[config.mk]
export PLATFORM = sky130hd
export DESIGN_NAME = ncc_queue
export DESIGN_NICKNAME = d
export VERILOG_FILES = /design/src/sv/ncc_queue.sv
export SDC_FILE = /design/constraint.sdc
export NUM_CORES = 1
export LEC_CHECK = 0
export BUFFER_PORTS_ARGS = -buffer_cell sky130_fd_sc_hd__buf_2
export CAP_MARGIN = 0
export CORE_ASPECT_RATIO = 1.4
export CORE_UTILIZATION = 55
export DETAILED_ROUTE_END_ITERATION = 10
export PLACE_DENSITY = 0.87
export SYNTH_ARGS = -nofsm -noshare
export SYNTH_HDL_FRONTEND = slang
export SYNTH_SLANG_ARGS = --single-unit
[constraint.sdc]
create_clock -name clk_i -period 3.1 [get_ports clk_i]
set_input_delay 0.155 -clock clk_i [delete_from_list [all_inputs] [get_ports clk_i]]
set_output_delay 0.155 -clock clk_i [all_outputs]
set_load 0.03 [all_outputs]
[src/sv/ncc_queue.sv]
// Short first-in first-out queue between the front and back ends.
// No package dependencies; entry width and depth come from parameters.
module ncc_queue #(
  parameter int unsigned DEPTH = 4,
  parameter int unsigned W     = 8
) (
  input  logic         clk_i,
  input  logic         rst_ni,
  input  logic         push_i,
  input  logic [W-1:0] wdata_i,
  input  logic         pop_i,
  output logic [W-1:0] rdata_o,
  output logic         full_o,
  output logic         empty_o
);

  localparam int unsigned PTR_W = (DEPTH > 1) ? $clog2(DEPTH) : 1;
  localparam int unsigned CNT_W = $clog2(DEPTH + 1);

  logic [W-1:0]     store_q [DEPTH];
  logic [PTR_W-1:0] wptr_q, rptr_q;
  logic [CNT_W-1:0] cnt_q;
  logic             do_push, do_pop;

  assign full_o  = (cnt_q == CNT_W'(DEPTH));
  assign empty_o = (cnt_q == '0);
  assign do_push = push_i && !full_o;
  assign do_pop  = pop_i && !empty_o;
  assign rdata_o = store_q[rptr_q];

  // Pointer and fill count bookkeeping.
  always_ff @(posedge clk_i or negedge rst_ni) begin
    if (!rst_ni) begin
      wptr_q <= '0;
      rptr_q <= '0;
      cnt_q  <= '0;
    end else begin
      if (do_push) begin
        wptr_q <= (wptr_q == PTR_W'(DEPTH - 1)) ? '0 : wptr_q + PTR_W'(1);
      end
      if (do_pop) begin
        rptr_q <= (rptr_q == PTR_W'(DEPTH - 1)) ? '0 : rptr_q + PTR_W'(1);
      end
      if (do_push && !do_pop) begin
        cnt_q <= cnt_q + CNT_W'(1);
      end else if (do_pop && !do_push) begin
        cnt_q <= cnt_q - CNT_W'(1);
      end
    end
  end

  // Entry storage.
  always_ff @(posedge clk_i) begin
    if (do_push) begin
      store_q[wptr_q] <= wdata_i;
    end
  end

endmodule

# Word level (Yosys, flattened, before mapping)

Memory sizes are Yosys's and may differ from the RTL's.
Index checks and enable logic that the tools add are counted.

Bits in registers: 7
Latch bits: 0
Memory bits (writable): 32
Memory bits (read-only): 0
Output and inout port bits: 10
Logic and storage cells: 27
Memories: 1

Add/subtract/negate cells: 4
$mul: 0
Divide/modulo/power cells: 0
$lt $le $gt $ge: 0
Eq/ne operators: 3
Shift operators: 0
Multiplexer cells: 6
Bitwise gates (word level): 0
Reductions and logical operators: 10

Memory list:

| memory  | words | width | read ports | clocked after memory_dff | wr ports | RTL line | source |
|---|---|---|---|---|---|---|---|
| store_q | 4     | 8     | 1          | 0                        | 1        | 20       | `logic [W-1:0] store_q [DEPTH];` |

Operator list:

| operator                                                            | count |
|---|---|
| 3-bit 2-to-1 mux                                                    | 2 |
| 2-bit by 1-bit adder with 2-bit output (second input constant)      | 2 |
| 2-bit equality test (second input constant)                         | 2 |
| 1-bit logical AND                                                   | 4 |
| 1-bit zero test                                                     | 4 |
| 2-bit 2-to-1 mux                                                    | 2 |
| 3-bit by 1-bit adder with 3-bit output (second input constant)      | 1 |
| 3-bit equality test (second input constant)                         | 1 |
| 3-bit zero test                                                     | 1 |
| 3-bit by 1-bit subtractor with 3-bit output (second input constant) | 1 |
| 1-bit 2-to-1 mux                                                    | 2 |
| 2-bit nonzero test                                                  | 1 |

# Longest topological paths before layout

Word-level depth: 7
Mapped depth: 8

# Least setup slack after synthesis

Ideal clock, no wire load.

Kind: flip-flop to flip-flop
Start point: register cnt_q[0]
End point: register cnt_q[2]
Library setup time: 79 ps
Arrival time: 2474 ps
Data required time: 3021 ps
Setup slack: 546 ps
Stages on the path, launching flop included: 9
Path buffers: 0
Clock period less this slack: 2554 ps
Path through: dfrtp_1 -> nor3_1 -> nand2b_4 -> ha_1 -> inv_1 -> fa_1 -> xor2_1 -> nor2_1 -> xor2_1

Word-level cells in the longest chain between the ends: 6
Elaborated cells between the ends (all ways): 15
Classes of those cells: add/sub (2); eq/ne (1); mux (2); reduce/logical (10)

RTL lines:

| what                                                   | RTL line | source |
|---|---|---|
| start, declared                                        | 22       | `logic [CNT_W-1:0] cnt_q;` |
| start signal, assigned                                 | 45       | `cnt_q <= cnt_q + CNT_W'(1);` |
| start signal, assigned                                 | 47       | `cnt_q <= cnt_q - CNT_W'(1);` |
| 3-bit zero test *                                      | 26       | `assign empty_o = (cnt_q == '0);` |
| via empty_o                                            | 14       | `output logic empty_o` |
| 1-bit zero test *                                      | 28       | `assign do_pop = pop_i && !empty_o;` |
| 1-bit logical AND *                                    | 28       |  |
| 1-bit zero test                                        | 44       | `if (do_push && !do_pop) begin` |
| 1-bit logical AND                                      | 44       |  |
| 3-bit 2-to-1 mux or 2-bit nonzero test (tied branches) | --       |  |

Mark *: on every way through the listed nets, which the timed path passes. The rest lies on a longest branch. The select of a mux whose other input is x is not followed.
A chain may end at the register's enable or synchronous reset.

# Final worst setup path

Start point: register cnt_q[0]
End point: register cnt_q[2]

Word-level cells in the longest chain between the ends: 6
Elaborated cells between the ends (all ways): 15
Classes of those cells: add/sub (2); eq/ne (1); mux (2); reduce/logical (10)

RTL lines:

| what |
|---|
| parallel branches: the longest is 6 deep, another holds 3-bit by 1-bit subtractor with 3-bit output |

Several ways; the timed one is not identified. The select of a mux whose other input is x is not followed.

==> out/metrics.cfg <==
[setup_path]
cp_top_family = simple AND/OR/NAND/NOR gates
rr_startpoint = cnt_q[0]
cp_slowest_cell = dfrtp_1
critPathBufInv = 1
worstSetupPathDepth = 8
cp_max_fo = 4
cp_data_arrival_time_ps = 2300
path_class = reg -> reg
r2r_end = cnt_q[2]
required_ps = 3350
reg2reg_slack_ps = 1050
cpPeakStageDelay_ps = 470
crit_top_cell = xor2_1
end_kind = flop
reg2reg_depth = 8
worstPathCellList = nor3_1, nand2b_4, ha_1, inv_1, fa_1, xor2_1, nor2_1, xor2_1
start_kind = flop

[logic_synthesis]
synth_cells = 79
yosys.area.top_type_share_pct = 59.40
yosys_warnings = 0
ys_types = 19
synth.area.top_cells = edfxtp_1 (59%), mux4_2 (11%), dfrtp_1 (11%), ha_1 (4.6%), mux2_4 (3.7%)
ys_seq_elements = 39
syn_avg_cell_area_um2 = 20.48
synth_fp_nets = 98
yosysTopAreaCell = edfxtp_1
synthesis.area_um2 = 1618
ys_seq_area_share_pct = 70.22

[timing]
max-slew-margin-rel_pct = 47.73
hold_viol_final = 0
layout_worst_path_cycle_share_pct = 66.08
setup_viol = 0
final_max_slew_viol_count = 0
final.min_clock_period_ps = 2048
clock_skew_ps = 9.095
setup_tns_ps = 0
fmax_mhz = 488.2
rsz0062_at_grt = false
tightest_slew_ps = 781.2

[status]
outcome = finished clean

[power_and_ir_drop]
power_density_nw_per_um2 = 970.4
max-vdd-ir-drop_v = 0.0005677
leakage_nw = 0.7050

[place]
place.gp.congestion = 0.8090
place_inst = 134
dp_hpwl_mm = 1.691
place_area_um2 = 1759
portBuffers = 21

[finish]
layout_common_cells = edfxtp_1 (32), buf_2 (21), mux4_2 (8)
synthToLayoutAreaGrowth_pct = 13.07
final_layout_size_suffix_gt1_share_pct = 41.12
antenna_cells = 0
final_common_cell = edfxtp_1
final_area_um2 = 1829
finalNonFillerCells = 143
utilization_pct = 67.81
nets = 125

[min_path]
hp-start = wdata_i[2]
hp-class = in -> reg
hold_depth = 1
holdPathEnd = store_q[0][2]

[routing]
ant_nets = 0
dr.pass1.iters = 4
viasPerCell = 5.503
wire_per_inst_um = 16.52
wirelength_mm = 2.362
drt_iter0_drc = 16
vias = 787
post-route-drc-count = 0

[floorplan]
start_util_pct = 59.97
die_area_um2 = 3165
fp.coreArea_um2 = 2698
row_count = 22
io-pin-count = 22
die_h_um = 66.17
die_w_um = 47.84

[global_route]
antenna_found_initial = 0
grt_max_degree = 13
grt_overflow = 0
grt_use_total_pct = 19.54
grt_pass1_vias = 826
grt_pass1_wl_mm = 3.933

[job]
maxCapViolCount = 0

[clocking]
numCtsBuffers = 5
clk_latency_ps = 330
cts_root_buffer = clkbuf_4
cts_setup_buffers = 0
clk_pin_slew_ps = 110
cts.sinks = 39
hold_buffers = 1
ctsHtreeMaxLevel = 2
cts_resized = 0
cts_tree = built
clockBufferDepth = 2

[worst max path at each step]
stage	end	slack (ps)	from
global route	cnt_q[2]	920	cnt_q[1]
finish	cnt_q[2]	1050	cnt_q[0]
floorplan	cnt_q[2]	550	cnt_q[0]
CTS	cnt_q[2]	1030	cnt_q[1]
global placement	cnt_q[1]	1200	cnt_q[1]
detailed placement	cnt_q[2]	1040	cnt_q[0]
[final cells by class]
type	instances	area (um^2)
flip-flops and latches	39	1136
fillers	207	868.3
multi-input cells	35	461.7
repair buffers	22	115.1
clock buffers	7	55.05
well taps	36	45.04
inverters	3	11.26
clock inverters	1	5.005
[cell families after synthesis]
kind of cell,after synthesis,share of synthesized area (%)
flops,39,70.22
fa+ha+maj,7,5.878
simple gates,12,5.490
mux,13,15.55
buf+inv,5,1.237
xor+xnor,3,1.624
[per-stage QoR]
stage	total power, mW	setup slack, ps	hold slack, ps
after CTS	1.799	1032	20.10
after detailed placement	1.543	1041	-2.941
after floorplan	1.364	546.5	-140.6
final	1.775	1052	32.43
after global routing	1.902	921.4	10.30
after global placement	1.499	1197	-8.861
[flip-flops by register name (all words and copies together), names as in the netlist]
register / count
store_q: 32
cnt_q: 3
rptr_q: 2
wptr_q: 2
[worst reg2reg max path: stages, from the launching register on]
cell,delay (ps)
dfrtp_1,470
nor3_1,240
nand2b_4,190
ha_1,180
inv_1,60
fa_1,380
xor2_1,150
nor2_1,130
xor2_1,170
[where the power goes]
group	leakage [nW]	switching (mW)	internal [mW]
Clock	0.0353	0.146	0.110
Combinational	0.294	0.360	0.318
Sequential	0.375	0.131	0.709
[Yosys cell counts, drive strengths merged]
master and count:
mux2 5, nor3 1, nor2b 1, mux4 8, nor3b 1, inv 3, xor2 2, nand2b 1
buf 1, and2 3, nand2 1, xnor2 1, nor2 4, edfxtp 32, clkbuf 1, ha 6
dfrtp 7, fa 1
[routing by layer]
metal	wire length, um	GRT usage (%)	up-vias
li1	-	-	358
met1	921	23.14	403
met2	1289	31.25	21
met3	99	6.831	5
met4	51	8.333	0
met5	0	0	-
Note: power is estimated with default switching activity, not from simulation.
