--- src/sv/ncc_pkg.sv ---
// Shared types, constants and the pixel weight table of the co-occurrence core.
// No dependencies; every other RTL file but the queue refers to it by scoped names.
package ncc_pkg;

  // Default configuration of the core.
  localparam int unsigned NCC_COLORS      = 256;
  localparam int unsigned NCC_COUNT_BITS  = 24;
  localparam int unsigned NCC_QUEUE_DEPTH = 4;

  // Fixed result widths.
  localparam int unsigned NCC_FIT_W   = 17;
  localparam int unsigned NCC_FRAME_W = 40;
  localparam int unsigned NCC_PAIR_W  = 24;
  localparam int unsigned NCC_DIST_W  = 17;

  // Item commands.
  typedef enum logic [1:0] {
    CMD_LEARN = 2'd0,
    CMD_SCORE = 2'd1,
    CMD_READ  = 2'd2,
    CMD_NOP   = 2'd3
  } cmd_e;

  // Kind of a queue entry: one table access, or the close of an item.
  typedef enum logic {
    OP_PAIR = 1'b0,
    OP_END  = 1'b1
  } op_kind_e;

  // Control part of a queue entry; the table address travels beside it.
  typedef struct packed {
    op_kind_e    kind;
    cmd_e        cmd;
    logic [3:0]  nb_total;
    logic        last;
  } op_info_t;

  // Pixel weight floor(65536 / n) in Q1.16 for n valid neighbours.
  function automatic logic [NCC_FIT_W-1:0] pixel_weight(input logic [3:0] n);
    logic [NCC_FIT_W-1:0] w;
    case (n)
      4'd1:    w = 17'd65536;
      4'd2:    w = 17'd32768;
      4'd3:    w = 17'd21845;
      4'd4:    w = 17'd16384;
      4'd5:    w = 17'd13107;
      4'd6:    w = 17'd10922;
      4'd7:    w = 17'd9362;
      4'd8:    w = 17'd8192;
      default: w = 17'd0;
    endcase
    return w;
  endfunction

endpackage

--- src/sv/ncc_front.sv ---
// Front end: accepts an item, classifies its neighbours and emits one table
// access per usable pair, then a closing entry. Depends on ncc_pkg.
module ncc_front #(
  parameter int unsigned COLORS = ncc_pkg::NCC_COLORS,
  parameter int unsigned ADDR_W = 16
) (
  input  logic                  clk_i,
  input  logic                  rst_ni,
  input  logic                  accept_i,
  input  logic [1:0]            command_i,
  input  logic [7:0]            center_i,
  input  logic [7:0][7:0]       nb_i,
  input  logic [7:0]            valid_i,
  input  logic                  last_i,
  input  logic                  full_i,
  output logic                  push_o,
  output ncc_pkg::op_info_t     info_o,
  output logic [ADDR_W-1:0]     addr_o,
  output logic                  active_o
);

  typedef enum logic [1:0] {
    FE_IDLE = 2'b01,
    FE_EMIT = 2'b10
  } fe_state_e;

  fe_state_e          state_q, state_d;
  logic [7:0]         mask_q, mask_d;
  logic [7:0]         center_q;
  logic [7:0][7:0]    nb_q;
  ncc_pkg::cmd_e      cmd_q;
  logic [3:0]         total_q;
  logic               last_q;

  logic               ctr_ok;
  logic [7:0]         nb_ok;
  logic [3:0]         popcnt;
  logic [7:0]         mask_in;
  logic [3:0]         total_in;
  ncc_pkg::cmd_e      cmd_in;
  logic [2:0]         sel;
  logic [31:0]        addr_full;

  // Classify the incoming item: which pairs index the table.
  always_comb begin
    cmd_in = ncc_pkg::cmd_e'(command_i);
    ctr_ok = 32'(center_i) < COLORS;
    popcnt = '0;
    for (int k = 0; k < 8; k++) begin
      nb_ok[k] = 32'(nb_i[k]) < COLORS;
      popcnt   = popcnt + 4'(valid_i[k]);
    end
    case (cmd_in)
      ncc_pkg::CMD_LEARN, ncc_pkg::CMD_SCORE: begin
        mask_in  = valid_i & nb_ok & {8{ctr_ok}};
        total_in = popcnt;
      end
      ncc_pkg::CMD_READ: begin
        mask_in  = {7'd0, ctr_ok & nb_ok[0]};
        total_in = 4'd0;
      end
      default: begin
        mask_in  = 8'd0;
        total_in = 4'd0;
      end
    endcase
  end

  // Pick the lowest pending neighbour and form its table address.
  always_comb begin
    sel = 3'd0;
    for (int k = 7; k >= 0; k--) begin
      if (mask_q[k]) begin
        sel = 3'(k);
      end
    end
    addr_full = 32'(center_q) * 32'(COLORS) + 32'(nb_q[sel]);
  end

  assign addr_o          = addr_full[ADDR_W-1:0];
  assign push_o          = (state_q == FE_EMIT) && !full_i;
  assign info_o.kind     = (mask_q != 8'd0) ? ncc_pkg::OP_PAIR : ncc_pkg::OP_END;
  assign info_o.cmd      = cmd_q;
  assign info_o.nb_total = total_q;
  assign info_o.last     = last_q;
  assign active_o        = (state_q == FE_EMIT);

  // Sequencer: load on accept, drain one entry per cycle into the queue while it is not full.
  always_comb begin
    state_d = state_q;
    mask_d  = mask_q;
    case (state_q)
      FE_IDLE: begin
        if (accept_i) begin
          state_d = FE_EMIT;
          mask_d  = mask_in;
        end
      end
      FE_EMIT: begin
        if (!full_i) begin
          if (mask_q != 8'd0) begin
            mask_d = mask_q & ~(8'd1 << sel);
          end else begin
            state_d = FE_IDLE;
          end
        end
      end
      default: begin
        state_d = FE_IDLE;
        mask_d  = 8'd0;
      end
    endcase
  end

  always_ff @(posedge clk_i or negedge rst_ni) begin
    if (!rst_ni) begin
      state_q <= FE_IDLE;
      mask_q  <= 8'd0;
    end else begin
      state_q <= state_d;
      mask_q  <= mask_d;
    end
  end

  // Item payload, captured on accept.
  always_ff @(posedge clk_i) begin
    if (accept_i) begin
      center_q <= center_i;
      nb_q     <= nb_i;
      cmd_q    <= cmd_in;
      total_q  <= total_in;
      last_q   <= last_i;
    end
  end

endmodule

--- config.mk ---
export PLATFORM = sky130hd
export DESIGN_NAME = ncc_front
export DESIGN_NICKNAME = d
export VERILOG_FILES = /design/src/sv/ncc_pkg.sv /design/src/sv/ncc_front.sv
export SDC_FILE = /design/constraint.sdc
export NUM_CORES = 1
export LEC_CHECK = 0
export ABC_CLOCK_PERIOD_IN_PS = 2400
export CAP_MARGIN = 5
export CORE_MARGIN = 2
export CORE_UTILIZATION = 25
export CTS_CLUSTER_DIAMETER = 50
export DETAILED_ROUTE_END_ITERATION = 10
export DONT_BUFFER_PORTS = 1
export MAX_ROUTING_LAYER = met4
export SLEW_MARGIN = 20
export SYNTH_ARGS = -nofsm -noshare
export SYNTH_HDL_FRONTEND = slang
export SYNTH_SLANG_ARGS = --single-unit
--- constraint.sdc ---
create_clock -name clk_i -period 2.4 [get_ports clk_i]
set_input_delay 0.48 -clock clk_i [delete_from_list [all_inputs] [get_ports clk_i]]
set_output_delay 0.48 -clock clk_i [all_outputs]
set_load 0.005 [all_outputs]
### After elaboration in Yosys (flattened, before gate mapping)

Cells that the tools add are included.

| operators by class | value |
|---|---|
| reductions and logical operators | 7 |
| shift operators | 1 |
| equal/unequal tests | 8 |
| bitwise logic cells | 2 |
| mux-type cells | 20 |
| order comparisons | 1 |
| $add $sub $neg | 8 |

Operators with widths:

| cell | count |
|---|---|
| $mux 8 | 4 |
| $pmux 8 s2 | 2 |
| $bmux 8 s3 | 1 |
| $mux 3 | 8 |
| $add 16x8->16 | 1 |
| $add 4x1->4 | 4 |
| $and 8x8->8 | 1 |
| $not 8->8 | 1 |
| $reduce_bool 8->1 | 1 |
| $shl 1x3->8 const A | 1 |
| $mux 2 | 3 |
| $ne 2x2->1 const B | 3 |
| $reduce_and 3->1 | 2 |
| $add 3x1->4 | 1 |
| $eq 2x1->1 const B | 2 |
| $eq 2x2->1 const B | 2 |
| $lt 3x4->1 const B | 1 |
| $pmux 2 s2 | 1 |
| $add 2x1->3 | 1 |
| $add 1x1->2 | 1 |
| $logic_not 2->1 | 1 |
| $ne 2x1->1 const B | 1 |
| $reduce_or 2->1 | 1 |
| $logic_and 1x1->1 | 1 |
| other kinds (2) | 2 |

| storage, ports and cells | value |
|---|---|
| input bits | 87 |
| register bits | 89 |
| output and inout bits | 26 |

### Longest topological paths before layout

Gate-level depths: netlist of run 1.

| logic depth | value |
|---|---|
| depth after elaboration | 14 |
| depth in mapped cells | 10 |

### Worst setup path before layout of run 1

No wires, ideal clock.

| timing | value |
|---|---|
| kind | in2reg |
| start | input port valid_i[0] |
| end | register total_q[2] (data pin) |
| arrival time | 2.706 ns |
| stages | 10 |
| setup time | 0.254 ns |
| buffers on the path | 0 |
| path slack | -0.560 ns |
| required time | 2.146 ns |
| cells stage by stage | fa_1 -> inv_1 -> fa_1 -> fa_1 -> inv_1 -> ha_1 -> inv_1 -> fa_1 -> xor2_1 -> nor2_1 |

| on the way | value |
|---|---|
| longest elaborated chain between the ends | 7 |

RTL lines:

| what | RTL line | source |
|---|---|---|
| start: declaration | ncc_front.sv:13 | `input logic [7:0] valid_i,` |
| $add 1x1->2 | ncc_front.sv:51 | `popcnt = popcnt + 4'(valid_i[k]);` |
| $add 2x1->3 | ncc_front.sv:51 |  |
| $add 3x1->4 | ncc_front.sv:51 |  |
| $add 4x1->4 (4 in series) | ncc_front.sv:51 |  |
| end signal: assignment | ncc_front.sv:131 | `total_q <= total_in;` |
| end: declaration | ncc_front.sv:32 | `logic [3:0] total_q;` |

Every way passes these cells.
A chain may end at the register's enable or synchronous reset.

### Worst setup path in the final report of run 1

| timing | value |
|---|---|
| start | input port valid_i[0] |
| end | register total_q[1] (data pin) |

Same word-level chain as after synthesis.

==> flow_metrics.py, run 1 <==
metrics = {
    "yosys": {
        "synth_edf_count": 79,
        "synth_cells": 261,
        "yosysMostFrequentCell": "edfxtp_1",
        "post_synth.cell_area_avg_sq_um": 14.56,
        "synth_fp_nets": 357,
        "yosys-top-cells-area": "edfxtp_1 62%, dfrtp_1 5.9%, mux2i_1 4.2%, a21oi_1 3.6%, fa_1 2.1%",
        "ys_top_cells_by_count": "79 x edfxtp_1, 27 x a21oi_1, 16 x mux2i_1, 16 x nor2_1, 15 x inv_1",
        "syn-cell-area_sq_um": 3801,
        "synth_top_cell_area_share_pct": 62.41,
        "async_reset_ff_share_pct": 11.24,
        "ys.flop_type": "edfxtp_1",
        "ys_warn_count": 0,
        "synth-seq-cells": 89,
        "yosysSeqAreaShare_pct": 69.03,
        "synth_largest_area_cell": "edfxtp_1",
        "synth_cell_type_count": 43,
    },
    "grt": {
        "overflow": 0,
        "met2_usage_pct": 20.23,
        "first_global_vias": 2363,
        "grt_pass1_wl_mm": 13.54,
        "gr-usage-met3_pct": 2.889,
        "grtUsageMet1_pct": 13.14,
        "busiest_layer": "met2",
        "grt_max_degree": 83,
        "antenna_found_initial": 1,
        "grtUsageTotal_pct": 11.73,
    },
    "place": {
        "place_hpwl_mm": 5.877,
        "placement.io_buffers": 0,
        "place.gp.congestion": 0.8451,
        "dpl_cell_area_sq_um": 4106,
        "dp.cells": 453,
    },
    "power_and_ir_drop": {
        "peakVddDrop_mv": 0.5006,
        "leakage_nw": 1.737,
        "total_power_mw": 6.031,
        "cellPowerDensity_nw_per_um2": 1249,
    },
    "final_layout": {
        "nNetsFinal": 394,
        "final_util_pct": 32.11,
        "final_cells": 492,
        "area_growth_syn_to_layout_pct": 26.99,
        "drive_above_1_share_pct": 31.02,
        "multi_input_area_sq_um": 1281,
        "finish.instance_area_sq_um": 4827,
        "fill_cells": 1438,
        "seq_area_sq_um": 2624,
    },
    "drt": {
        "route.detailed.drc": 0,
        "viasPerCell": 4.608,
        "drtIter0Drc": 105,
        "route.antenna.remaining_nets": 0,
        "first_pass_iters": 4,
        "vias": 2267,
        "post_drt_wl_per_cell_um": 18.64,
        "wl_mm": 9.169,
    },
    "status": {
        "outcome": "finished with violations",
        "violations": "negative setup slack",
    },
    "floorplanning": {
        "core_area_sq_um": 15030,
        "rows": 45,
        "die_h_um": 127.3,
        "initial_utilization_pct": 25.29,
        "ios": 113,
        "die_area_sq_um": 16210,
        "die_w_um": 127.3,
    },
    "sta": {
        "fmax_mhz": 368.4,
        "max-slew-margin-rel_pct": 67.97,
        "setup_viol": 10,
        "final-max-slew-violation-count": 0,
        "hold_viol_final": 0,
        "skew_ps": 7.009,
        "grt_setup_unrepaired": "yes",
        "post-route-period-util_pct": 113.1,
        "period_needed_ps": 2715,
        "worst_slack_ps": -314.6,
        "worstMarginPinSlew_ps": 478.8,
    },
    "setup_path": {
        "crit_path_cell_trace": "fa_1 -> inv_1 -> fa_1 -> fa_2 -> inv_2 -> ha_4 -> inv_2 -> fa_2 -> nor2_1",
        "r2r_cells": 7,
        "r2r_start": "mask_q[7]$_DFFE_PN0P_",
        "cp.arrival_ps": 2810,
        "timing.reg2reg.setup_slack_ps": 330,
        "max_stage_delay_ps": 520,
        "worst_setup_path_end_kind": "register",
        "crit_type": "input pin to register",
        "crit_required_ps": 2500,
        "critical-path-slowest-cell": "fa_1",
        "r2r-end": "mask_q[6]$_DFFE_PN0P_",
        "path_max_fanout": 2,
        "cp-start-kind": "input pin",
    },
    "clocking": {
        "cts_tree": "yes",
        "clk_pin_slew_ps": 70,
        "h-tree-depth": 3,
        "cts_inserted_buffers": 9,
        "clk_latency_ps": 340,
        "numClockSinks": 89,
        "root_buffer": "clkbuf_16",
        "clock_path_buffers": 2,
    },
    "hold_path": {
        "hold_end": "nb_q[8]$_DFFE_PP_",
        "hold_path.class": "input pin to register",
        "holdPathStages": 0,
        "min_from": "nb_i[8]",
    },
    "run": {
        "cap_violations": 0,
    },
}
[layout by cell type, fill, tap and decap left out, drive strengths merged, types with 4 or more instances in the layout]
cell     n
clkbuf   9
a31oi    5
edfxtp  79
fa       4
dfrtp    9
mux2i   16
nor2    17
nand2   12
o22ai    7
ha       5
buf     33
nand2b   4
a21oi   27
o21ai   20
inv     17
[metrics by stage]
step	setup TNS, ps	setup slack [ps]	hold WS (ps)
after global placement	-1757	-621.9	185.0
after CTS	-2111	-282.8	213.5
after floorplan	-1532	-558.8	184.4
after global routing	-3049	-339.5	212.8
final	-2177	-314.6	226.0
after detailed placement	-1823	-633.8	185.1
[power by group]
part / total, mW / internal, mW / switching (mW)
Clock: 1.42 / 0.816 / 0.604
Combinational: 2.63 / 1.23 / 1.40
Sequential: 1.99 / 1.87 / 0.114
[logic make-up after synthesis]
| logic type | share of synthesized area [%] |
|---|---|
| buf+inv | 3.226 |
| flops | 69.03 |
| compound gates | 12.90 |
| xor+xnor | 0.2305 |
| fa+ha+maj | 3.753 |
| simple gates | 6.649 |
| mux | 4.213 |
[final cells by class]
type                       instances  share of cell area [%]
clock buffer                       9                   4.666
inverter                          15                   1.166
tap                              188                   4.873
antenna                            1                 0.05184
multi-input combinational        149                   26.54
sequential                        89                   54.35
timing repair buffer              34                   6.739
clock inverter                     7                   1.607
[per-layer routing]
metal	share of wire (%)	routed length [um]
met5	0	0
met4	1.4	129
met3	3.5	323
met2	55	5028
met1	40	3688
[flip-flops by register name, summed over array words and instances, names as in the netlist]
register	count
center_q	8
cmd_q	2
last_q	1
mask_q	8
nb_q	64
state_q	2
total_q	4
[critical path: cells and delay by family]
family,cells,cell delay [ps]
simple gates,1,40
fa+ha+maj,5,2120
buf+inv,3,160
[how the worst max path moves through the flow]
| stage | startpoint | endpoint | slack, ps | depth (start not counted) |
|---|---|---|---|---|
| 6_report | valid_i[0] | total_q[1]$_SDFFCE_PP0P_ | -310 | 9 |
| 4_1_cts | valid_i[0] | total_q[1]$_SDFFCE_PP0P_ | -280 | 9 |
| 3_5_place_dp | valid_i[0] | total_q[1]$_SDFFCE_PP0P_ | -630 | 9 |
| 5_1_grt | valid_i[0] | total_q[1]$_SDFFCE_PP0P_ | -340 | 9 |
| 3_3_place_gp | valid_i[0] | total_q[1]$_SDFFCE_PP0P_ | -620 | 9 |
| 2_1_floorplan | valid_i[0] | total_q[1]$_SDFFCE_PP0P_ | -560 | 9 |
[what timing repair did]
action	in CTS	in global routing
resized for setup	36	25
setup endpoints to repair	10	11
gates cloned	2	0
setup buffers	14	7
endpoints found under the hold margin	10	0
hold buffers	1	0
pin swaps	17	8
No activity file was read; power rests on OpenSTA's default activity.
==> run 2: changes to the inputs <==
--- a/config.mk
+++ b/config.mk
@@ -13,6 +13,7 @@
 export DETAILED_ROUTE_END_ITERATION = 10
 export DONT_BUFFER_PORTS = 1
 export MAX_ROUTING_LAYER = met4
+export RECOVER_POWER = 100
 export SLEW_MARGIN = 20
 export SYNTH_ARGS = -nofsm -noshare
 export SYNTH_HDL_FRONTEND = slang
==> flow_metrics.py, run 2 (synthesized netlist as in run 1, its figures left out) <==
metrics = {
    "floorplanning": {
        "core_area_sq_um": 15030,
        "die_w_um": 127.3,
        "die_h_um": 127.3,
        "ios": 113,
        "die_area_sq_um": 16210,
        "initial_utilization_pct": 25.29,
        "rows": 45,
    },
    "sta": {
        "post-route-period-util_pct": 113.1,
        "grt_setup_unrepaired": "yes",
        "worstMarginPinSlew_ps": 489.6,
        "skew_ps": 7.018,
        "period_needed_ps": 2715,
        "worst_slack_ps": -314.9,
        "finalSetupTns_ps": -2165,
        "fmax_mhz": 368.3,
        "final-max-slew-violation-count": 0,
        "max-slew-margin-rel_pct": 67.25,
        "setup_viol": 10,
        "hold_viol_final": 0,
    },
    "drt": {
        "wl_mm": 9.210,
        "dr_wl_met3_um": 321,
        "route.detailed.drc": 0,
        "drtIter0Drc": 97,
        "vias": 2275,
        "met1_length_mm": 3.703,
        "highest_layer": "met4",
        "met2WireLength_mm": 5.056,
        "post_drt_wl_per_cell_um": 18.72,
        "first_pass_iters": 4,
        "viasPerCell": 4.624,
        "route.antenna.remaining_nets": 0,
    },
    "final_layout": {
        "drive_above_1_share_pct": 30.03,
        "fill_cells": 1442,
        "multi_input_area_sq_um": 1266,
        "nNetsFinal": 394,
        "largest_reg_flops": 64,
        "final_util_pct": 31.99,
        "largest-register": "nb_q",
        "area_growth_syn_to_layout_pct": 26.50,
        "mostFrequentLayoutCells": "79 x edfxtp_1, 22 x buf_4, 20 x a21oi_1",
        "final_common_cell": "edfxtp_1",
        "seq_area_sq_um": 2624,
        "top_regs": "nb_q (64), center_q (8), mask_q (8)",
    },
    "hold_path": {
        "holdPathStages": 0,
        "hold_path.class": "input pin to register",
    },
    "place": {
        "pre_cts_ws_ps": -633.8,
        "place.gp.congestion": 0.8451,
        "place_hpwl_mm": 5.877,
        "placement.io_buffers": 0,
    },
    "clocking": {
        "cts_inserted_buffers": 9,
        "h-tree-depth": 3,
        "clk_pin_slew_ps": 70,
        "numClockSinks": 89,
        "root_buffer": "clkbuf_16",
        "clock_path_buffers": 2,
        "cts_tree": "yes",
        "clk_latency_ps": 340,
    },
    "grt": {
        "grtUsageTotal_pct": 11.73,
        "antenna_found_initial": 1,
        "overflow": 0,
        "first_global_vias": 2363,
        "grt_pass1_wl_mm": 13.54,
        "grt_max_degree": 83,
    },
    "setup_path": {
        "r2r_cells": 8,
        "crit_required_ps": 2500,
        "crit_type": "input pin to register",
        "path_max_fanout": 2,
        "cp.arrival_ps": 2810,
        "cp-start-kind": "input pin",
        "worst_setup_path_end_kind": "register",
    },
    "power_and_ir_drop": {
        "peakVddDrop_mv": 0.4998,
        "leakage_nw": 1.730,
        "cellPowerDensity_nw_per_um2": 1245,
    },
    "status": {
        "violations": "negative setup slack",
        "outcome": "finished with violations",
    },
    "run": {
        "cap_violations": 0,
    },
}
[run 2: worst paths after layout]
path	startpoint	to	slack, ps
max	valid_i[0]	total_q[1]$_SDFFCE_PP0P_	-310
min	nb_i[8]	nb_q[8]$_DFFE_PP_	230
max reg2reg	mask_q[7]$_DFFE_PN0P_	mask_q[2]$_DFFE_PN0P_	170
min reg2reg	state_q[0]$_DFFE_PN1P_	state_q[0]$_DFFE_PN1P_	550
max in group asynchronous	rst_ni	state_q[0]$_DFFE_PN1P_	1520
min in group asynchronous	rst_ni	state_q[1]$_DFFE_PN0P_	540
[run 2: repair_timing]
item	CTS	global route
resized for setup	36	25
setup endpoints to repair	10	11
hold buffers	1	0
cloned	2	0
hold endpoints to repair	10	0
buffers inserted	14	7
pin swaps	17	8
[run 2: critical path, stage by stage]
cell and delay, ps:
fa_1 520, inv_1 50, fa_1 500, fa_2 450
inv_2 80, ha_4 140, inv_2 30, fa_2 510
nor2_1 40
[run 2: where the power goes]
group / internal (mW) / switching (mW)
sequential: 1.87 / 0.114
clock: 0.816 / 0.604
combinational: 1.20 / 1.38
total: 3.89 / 2.10
[run 2: layout make-up]
class                   count  area share (%)
inverters                  15           1.171
flip-flops and latches     89           54.57
multi-input cells         149           26.33
well taps                 188           4.892
repair buffers             34           6.687
clock buffers               9           4.684
clock inverters             7           1.613
diodes                      1         0.05204
[run 2: through the flow]
| step | hold slack [ps] | instances | area (sq um) | power [mW] |
|---|---|---|---|---|
| after floorplan | 184.4 | 261 | 3804 | 3.318 |
| after global placement | 185.0 | 453 | 4106 | 3.864 |
| after detailed placement | 185.1 | 453 | 4106 | 3.896 |
| after CTS | 213.5 | 486 | 4698 | 5.906 |
| after global routing | 212.8 | 492 | 4808 | 6.330 |
| final | 226.0 | 492 | 4808 | 5.987 |
[run 2: layer usage]
layer	GRT usage, %	vias up
met2	20.23	62
met4	4.525	0
li1	-	1070
met3	2.889	6
met1	13.14	1137
met5	-	-
